## config.mk

```make
export PLATFORM = sky130hd
export DESIGN_NAME = run_length_codec_decimal_unit
export DESIGN_NICKNAME = d
export VERILOG_FILES = /design/src/rlcd_pkg.sv /design/src/run_length_codec_decimal_unit.sv
export SDC_FILE = /design/constraint.sdc
export NUM_CORES = 1
export LEC_CHECK = 0
export BUFFER_PORTS_ARGS = -buffer_cell sky130_fd_sc_hd__buf_2
export CORE_AREA = 2 2 148 150
export DETAILED_ROUTE_END_ITERATION = 12
export DIE_AREA = 0 0 150 152
export PLACE_DENSITY = 0.48
export SYNTH_ARGS = -nofsm -noshare
export SYNTH_HDL_FRONTEND = slang
export SYNTH_SLANG_ARGS = --single-unit
export TNS_END_PERCENT = 10
```

## constraint.sdc

```tcl
create_clock -name i_clk -period 5.95 [get_ports i_clk]
set_clock_uncertainty 0.1 [all_clocks]
set_input_delay 0.2975 -clock i_clk [delete_from_list [all_inputs] [get_ports i_clk]]
set_output_delay 0.2975 -clock i_clk [all_outputs]
set_load 0.05 [all_outputs]
```

## src/rlcd_pkg.sv

```systemverilog
package rlcd_pkg;

    localparam int SYM_W     = 8;
    localparam int LEN_W     = 10;
    localparam int CFG_W     = 1;
    localparam int BCD_DIGS  = 4;
    localparam int MAX_RES   = 6;
    localparam int CNT_W     = 3;
    localparam int PROD_W    = 14;
    localparam int M_TDATA_W = 24;
    localparam int MAX_RUN_DEFAULT = 1023;

    typedef logic [SYM_W-1:0] t_sym;
    typedef logic [LEN_W-1:0] t_len;
    typedef logic [3:0]       t_bcd;
    typedef logic [CNT_W-1:0] t_cnt;

    typedef enum logic [CFG_W-1:0] {
        MODE_COMPRESS   = 1'b0,
        MODE_DECOMPRESS = 1'b1
    } t_mode;

    localparam t_sym ASCII_ZERO = 8'h30;
    localparam t_sym ASCII_NINE = 8'h39;
    localparam t_bcd BCD_NINE   = 4'd9;

    // Decimal increment of a four-digit packed count, ones digit in slot 0.
    function automatic logic [4*BCD_DIGS-1:0] bcd_inc(input logic [4*BCD_DIGS-1:0] v);
        logic [4*BCD_DIGS-1:0] r;
        logic                  carry;
        r     = v;
        carry = 1'b1;
        for (int k = 0; k < BCD_DIGS; k++) begin
            if (carry) begin
                if (v[4*k +: 4] == BCD_NINE) begin
                    r[4*k +: 4] = 4'd0;
                end else begin
                    r[4*k +: 4] = v[4*k +: 4] + 4'd1;
                    carry       = 1'b0;
                end
            end
        end
        return r;
    endfunction

endpackage

```

## src/run_length_codec_decimal_unit.sv

```systemverilog
// Channel   Direction  Beat contents
// s (in)    slave      tdata: symbol[7:0]; tlast: is_last
// m (out)   master     tdata: out_symbol[7:0], repeat_res[17:8], zero[23:18];
//                      tlast: end_of_stream
// cfg       write      data: mode[0]
//
// One input beat is taken per cycle while input is ready; its results (up to six)
// are formed in that same cycle into a result shift register, which drains one
// beat per cycle while the output is ready. Input is ready while that register
// is empty or on the cycle its last beat leaves. Reset is synchronous, active
// low, and clears mode, the open run and the gathered decimal count. A stalled
// output holds the input side.
module run_length_codec_decimal_unit #(
    parameter int MAX_RUN = rlcd_pkg::MAX_RUN_DEFAULT
) (
    input  logic                             i_clk,
    input  logic                             i_rst_n,
    // configuration write
    input  logic                             i_cfg_valid,
    output logic                             o_cfg_ready,
    input  logic [rlcd_pkg::CFG_W-1:0]       i_cfg_data,   // mode
    // input stream
    input  logic                             i_s_tvalid,
    output logic                             o_s_tready,
    input  logic [rlcd_pkg::SYM_W-1:0]       i_s_tdata,    // symbol
    input  logic                             i_s_tlast,    // is_last
    // output stream
    output logic                             o_m_tvalid,
    input  logic                             i_m_tready,
    output logic [rlcd_pkg::M_TDATA_W-1:0]   o_m_tdata,    // out_symbol, repeat_res, pad
    output logic                             o_m_tlast     // end_of_stream
);
    import rlcd_pkg::*;

    localparam t_len MaxRunW = LEN_W'(MAX_RUN);
    localparam logic [4*BCD_DIGS-1:0] BcdOne = (4*BCD_DIGS)'(1);

    // State
    t_mode                 r_mode;
    t_sym                  r_held;
    t_len                  r_run_len;
    logic [4*BCD_DIGS-1:0] r_run_bcd;
    t_len                  r_dig_cnt;

    // Result shift register
    t_sym                  r_slot [MAX_RES];
    t_cnt                  r_cnt;
    t_len                  r_rep;
    logic                  r_eos;

    logic                  s_acc;
    logic                  m_acc;

    // Compress path
    logic                  c_open, c_break, c_close_cur, c_emit, c_tail;
    t_len                  c_len1, c_em_len, c_n_len;
    logic [4*BCD_DIGS-1:0] c_bcd1, c_em_bcd, c_n_bcd;
    t_sym                  c_em_byte;
    t_cnt                  c_nd, c_cnt;
    t_sym                  c_slot [MAX_RES];

    // Decompress path
    logic                  d_is_dig;
    logic [PROD_W-1:0]     d_next;
    t_len                  d_sat, d_n_cnt, d_rep;

    t_cnt                  n_cnt;

    assign o_cfg_ready = 1'b1;
    assign o_s_tready  = (r_cnt == '0) || ((r_cnt == t_cnt'(1)) && i_m_tready);
    assign s_acc       = i_s_tvalid && o_s_tready;
    assign m_acc       = o_m_tvalid && i_m_tready;

    assign o_m_tvalid  = (r_cnt != '0);
    assign o_m_tdata   = {(M_TDATA_W - SYM_W - LEN_W)'(0), r_rep, r_slot[0]};
    assign o_m_tlast   = r_eos && (r_cnt == t_cnt'(1));

    // Compression: the run that leaves is the old one (byte changed, plus the new
    // byte on the last flag) or the current one closed by the limit or the last flag.
    always_comb begin
        c_open      = (r_run_len != '0);
        c_break     = c_open && (i_s_tdata != r_held);
        c_len1      = (!c_open || c_break) ? t_len'(1) : r_run_len + t_len'(1);
        c_bcd1      = (!c_open || c_break) ? BcdOne : bcd_inc(r_run_bcd);
        c_close_cur = !c_break && ((c_len1 >= MaxRunW) || i_s_tlast);
        c_emit      = c_break || c_close_cur;
        c_tail      = c_break && i_s_tlast;
        c_em_len    = c_break ? r_run_len : c_len1;
        c_em_bcd    = c_break ? r_run_bcd : c_bcd1;
        c_em_byte   = c_break ? r_held : i_s_tdata;

        if (c_em_len <= t_len'(1)) begin
            c_nd = t_cnt'(0);
        end else if (c_em_bcd[15:12] != '0) begin
            c_nd = t_cnt'(4);
        end else if (c_em_bcd[11:8] != '0) begin
            c_nd = t_cnt'(3);
        end else if (c_em_bcd[7:4] != '0) begin
            c_nd = t_cnt'(2);
        end else begin
            c_nd = t_cnt'(1);
        end

        c_cnt = c_emit ? (c_nd + t_cnt'(1) + t_cnt'(c_tail)) : t_cnt'(0);

        // Digits go out most significant first, then the run byte, then the
        // one-byte run opened by a changed last byte.
        for (int k = 0; k < MAX_RES; k++) begin
            if (t_cnt'(k) < c_nd) begin
                c_slot[k] = ASCII_ZERO
                          + t_sym'(c_em_bcd[4*(2'(c_nd - t_cnt'(k) - t_cnt'(1))) +: 4]);
            end else if (t_cnt'(k) == c_nd) begin
                c_slot[k] = c_em_byte;
            end else begin
                c_slot[k] = i_s_tdata;
            end
        end

        if (c_break) begin
            c_n_len = i_s_tlast ? t_len'(0) : t_len'(1);
            c_n_bcd = i_s_tlast ? '0 : BcdOne;
        end else begin
            c_n_len = c_close_cur ? t_len'(0) : c_len1;
            c_n_bcd = c_close_cur ? '0 : c_bcd1;
        end
    end

    // Decompression: count times ten plus digit, saturated.
    always_comb begin
        d_is_dig = (i_s_tdata >= ASCII_ZERO) && (i_s_tdata <= ASCII_NINE);
        d_next   = {1'b0, r_dig_cnt, 3'b000} + {3'b000, r_dig_cnt, 1'b0}
                 + PROD_W'(i_s_tdata[3:0]);
        d_sat    = (d_next > PROD_W'(MaxRunW)) ? MaxRunW : d_next[LEN_W-1:0];
        d_n_cnt  = (d_is_dig && !i_s_tlast) ? d_sat : t_len'(0);
        d_rep    = (r_dig_cnt == '0) ? t_len'(1) : r_dig_cnt;
    end

    always_comb begin
        if (s_acc) begin
            unique case (r_mode)
                MODE_COMPRESS:   n_cnt = c_cnt;
                MODE_DECOMPRESS: n_cnt = d_is_dig ? t_cnt'(0) : t_cnt'(1);
                default:         n_cnt = t_cnt'(0);
            endcase
        end else if (m_acc) begin
            n_cnt = r_cnt - t_cnt'(1);
        end else begin
            n_cnt = r_cnt;
        end
    end

    always_ff @(posedge i_clk) begin
        if (!i_rst_n) begin
            r_mode    <= MODE_COMPRESS;
            r_held    <= '0;
            r_run_len <= '0;
            r_run_bcd <= '0;
            r_dig_cnt <= '0;
            r_cnt     <= '0;
        end else begin
            r_cnt <= n_cnt;
            if (i_cfg_valid && o_cfg_ready) begin
                r_mode <= t_mode'(i_cfg_data);
            end
            if (s_acc) begin
                if (r_mode == MODE_COMPRESS) begin
                    r_held    <= i_s_tdata;
                    r_run_len <= c_n_len;
                    r_run_bcd <= c_n_bcd;
                end else begin
                    r_dig_cnt <= d_n_cnt;
                end
            end
        end
    end

    always_ff @(posedge i_clk) begin
        if (s_acc) begin
            r_eos <= i_s_tlast;
            if (r_mode == MODE_COMPRESS) begin
                r_rep <= t_len'(1);
                for (int k = 0; k < MAX_RES; k++) begin
                    r_slot[k] <= c_slot[k];
                end
            end else begin
                r_rep     <= d_rep;
                r_slot[0] <= i_s_tdata;
            end
        end else if (m_acc) begin
            for (int k = 0; k < MAX_RES - 1; k++) begin
                r_slot[k] <= r_slot[k+1];
            end
        end
    end

`ifndef SYNTH
    a_cnt_bound: assert property (@(posedge i_clk) disable iff (!i_rst_n)
        r_cnt <= t_cnt'(MAX_RES))
        else $error("result count exceeds six");

    a_run_below_max: assert property (@(posedge i_clk) disable iff (!i_rst_n)
        r_run_len < MaxRunW)
        else $error("open run reached the limit without closing");

    a_bcd_match: assert property (@(posedge i_clk) disable iff (!i_rst_n)
        PROD_W'(r_run_len) == PROD_W'(r_run_bcd[15:12]) * PROD_W'(1000)
                            + PROD_W'(r_run_bcd[11:8]) * PROD_W'(100)
                            + PROD_W'(r_run_bcd[7:4]) * PROD_W'(10)
                            + PROD_W'(r_run_bcd[3:0]))
        else $error("decimal run count disagrees with binary run length");

    // The last flag only clears the state of the mode that takes the beat.
    a_last_clears_run: assert property (@(posedge i_clk) disable iff (!i_rst_n)
        (s_acc && i_s_tlast && (r_mode == MODE_COMPRESS)) |=> (r_run_len == '0))
        else $error("open run not cleared after last beat");

    a_last_clears_count: assert property (@(posedge i_clk) disable iff (!i_rst_n)
        (s_acc && i_s_tlast && (r_mode == MODE_DECOMPRESS)) |=> (r_dig_cnt == '0))
        else $error("decimal count not cleared after last beat");
`endif

endmodule

```

==> flow_summary.json <==
{
  "detailedRoute.firstPassIterationCount": 6,
  "routed_wirelength_um": 20600,
  "path_max_fanout": 14,
  "synth_seq_cells": 107,
  "grt_setup_unrepaired": "false",
  "drt_first_iter_violations": 549,
  "final-instance-count-excl-fill": 1092,
  "post_cts_gate_resize_count": 0,
  "timing_worst_setup_path_type": "reg -> reg",
  "worst_skew_pair.late_latency_ns": 0.37,
  "post-dp-hpwl_um": 14240,
  "place.port_buffers": 35,
  "netlist.area_leader.share": 0.2482,
  "cts_root_buffer": "clkbuf_16",
  "antenna_violations_before_repair": 0,
  "fp-row-count": 54,
  "grt_max_degree": 48,
  "total_power_mw": 2.730,
  "power.density_cell_area_nw_per_um2": 353.9,
  "post_synth.cell_area_avg_um2": 8.735,
  "netlist-cell-type-count": 80,
  "finalWorstPathRequiredPeriod_ns": 4.873,
  "number_of_global_route_vias_before_repair": 5776,
  "area_growth_syn_to_layout_pct": 8.082,
  "tritoncts": "done",
  "post_synthesis_instance_total": 817,
  "grt_first_pass_wirelength_um": 33010,
  "post_drt_via_cell_ratio": 5.569,
  "maxCapViolCount": 0,
  "die_h_um": 152,
  "nets": 859,
  "setup_ws_ns": 1.077,
  "seqPwrFrac": 0.425,
  "post-cts-setup-buffers": 0,
  "timing.critical_path.arrival_ns": 4.99,
  "share_comb_of_total_power": 0.349,
  "total_switching_power_mw": 1.137,
  "synthFlopType": "edfxtp_1",
  "final_antenna_net_count": 0,
  "number_of_max_slew_violations_in_the_final_report": 0,
  "worst-slew-pin-transition_ns": 1.122,
  "final_setup_tns_ns": 0,
  "cellInternalPower_mw": 1.593,
  "synth_edf_count": 59,
  "setup.worst_path.start_class": "flip-flop",
  "run_status": "finished, final reports clean",
  "route.detailed.wl_per_inst_um": 18.86,
  "finalHoldViolCount": 0,
  "post-route-drc-count": 0,
  "start_util": 0.3343,
  "post-route-period-util": 0.8190,
  "worstHoldPathCells": 3,
  "filler_cell_count": 2270,
  "floorplan.core_area_um2": 21350,
  "maxClockFrequency_ghz": 0.2052,
  "clock_sinks": 107,
  "pin_count": 43,
  "placed_cells": 1076,
  "critical_path.endpoint_type": "flip-flop",
  "post_synth_main_area_contributors": "edfxtp_1, dfxtp_1, ha_1",
  "htree_num_levels": 3,
  "pwr-share-clk": 0.225,
  "synth.yosys.warnings": 0,
  "post-place-ws_ns": 1.169,
  "grt.overflow.total": 0,
  "cts-hold-fix-buffers": 0,
  "timing.hold.worst.class": "in -> reg",
  "synth.yosys.seq_area_share": 0.3829,
  "synth_largest_area_cell": "edfxtp_1",
  "post_synth_instance_area_um2": 7137,
  "num_vias": 6081,
  "die_width_um": 150,
  "antenna-diode-count": 0,
  "report.final.setup_viol": 0,
  "cts_buffer_depth": 2,
  "relSlewSlack": 0.2505,
  "gp_congestion": 0.8701,
  "postSynth.asyncResetShare": 0,
  "ff2ff_path_depth": 15,
  "p_sw_frac": 0.4166,
  "timing.critical_path.required_ns": 6.07,
  "numCtsBuffers": 9,
  "drive_above_1_share": 0.1047,
  "clk_pin_slew_ns": 0.08,
  "total_leakage_power_nw": 2.946,
  "grt_util_overall": 0.1848,
  "die-area_um2": 22800,
  "peakVddDrop_uv": 343.6
}
power by group through the flow:
stage / combinational [mW] / sequential, mW / clock, mW
after CTS: 0.957 / 1.16 / 0.636
after global placement: 0.953 / 1.18 / 0
after global routing: 1.04 / 1.19 / 0.663
after detailed placement: 0.956 / 1.17 / 0
after floorplan: 0.519 / 1.33 / 0
final: 0.953 / 1.16 / 0.615
registers in the layout, indices dropped and copies added, names as in the netlist:
signal and flops:
r_slot 48, r_run_bcd 16, r_dig_cnt 10, r_rep 10, r_run_len 10, r_held 8, r_cnt 3, r_eos 1
r_mode 1
logic make-up (layout without fill, tap and decap cells):
| family | count (synthesis) | count (layout) | share of synthesized area |
|---|---|---|---|
| adders and majority gates | 37 | 37 | 0.06697 |
| AOI/OAI and AO/OA | 216 | 216 | 0.1928 |
| muxes | 40 | 40 | 0.05820 |
| buffers and inverters | 89 | 79 | 0.05750 |
| xor gates and xnor gates | 20 | 20 | 0.02454 |
| other | 2 | 7 | 0.001052 |
| DFF | 107 | 107 | 0.3829 |
| and+or+nand+nor | 306 | 306 | 0.2160 |
stage by stage:
step	area, µm²	util	hold WS, ns
after floorplan	7156	-	0.2964
after global placement	7420	0.3475	0.3782
after global routing	7714	0.3613	0.07522
after detailed placement	7420	0.3475	0.3758
final	7714	0.3613	0.06519
after CTS	7714	0.3613	0.05867
metal layers:
metal	part of all wire	global-route usage	routed length (µm)	vias to the layer above
li1	-	-	-	2962
met1	0.49	0.2684	10160	2911
met2	0.44	0.2775	9065	168
met3	0.042	0.02432	863	40
met4	0.025	0.07098	506	0
met5	0	0.004348	0	-
worst max-delay path, cell delays in order, from the launching register on:
cell      delay [ns]
dfxtp_1         0.44
ha_1            0.20
and3b_1         0.48
nand4_1         0.25
a211oi_1        0.32
o32a_1          0.23
nand4_1         0.46
a211oi_4        0.59
inv_1           0.14
ha_1            0.60
inv_1           0.19
nor2_1          0.13
nand4_1         0.10
o311a_1         0.18
o221a_1         0.21
o21ai_1         0.10
cells in the mapped netlist, types with 20 or more instances:
cell / instances
a21oi_1: 77
clkbuf_1: 39
dfxtp_1: 48
edfxtp_1: 59
ha_1: 35
inv_1: 20
mux2i_1: 34
nand2_1: 110
nand3_1: 20
nor2_1: 60
nor3_1: 21
o21ai_0: 55
placed cells by master, fill, tap and decap left out, drive strengths merged, types with 9 or more instances in the layout:
cell type	Yosys	final
a211oi	9	9
a21oi	77	77
a31oi	11	11
and2	13	13
buf	29	43
clkbuf	40	9
dfxtp	48	48
edfxtp	59	59
ha	35	35
inv	20	23
mux2i	34	34
nand2	112	112
nand3	20	20
nand4	15	15
nor2	62	62
nor3	24	24
nor4	11	11
o21ai	58	58
xnor2	15	15
final timing paths:
kind                       end  slack [ns]          from
setup / recovery  r_slot[1][1]        1.08  r_run_bcd[0]
hold / removal          r_mode        0.07    i_cfg_data
hold reg to reg      r_held[4]        0.39     r_held[4]
setup reg to reg  r_slot[1][1]        1.08  r_run_bcd[0]
cell type report:
cell class / instances / area (µm²) / area share
clock inverter: 7 / 68.82 / 0.008921
timing repair buffer: 43 / 235.2 / 0.03049
sequential: 107 / 2733 / 0.3543
clock buffer: 9 / 225.2 / 0.02920
multi-input combinational: 626 / 4026 / 0.5220
tap: 280 / 350.3 / 0.04542
inverter: 20 / 75.07 / 0.009732
(Power assumes the default switching activity.)
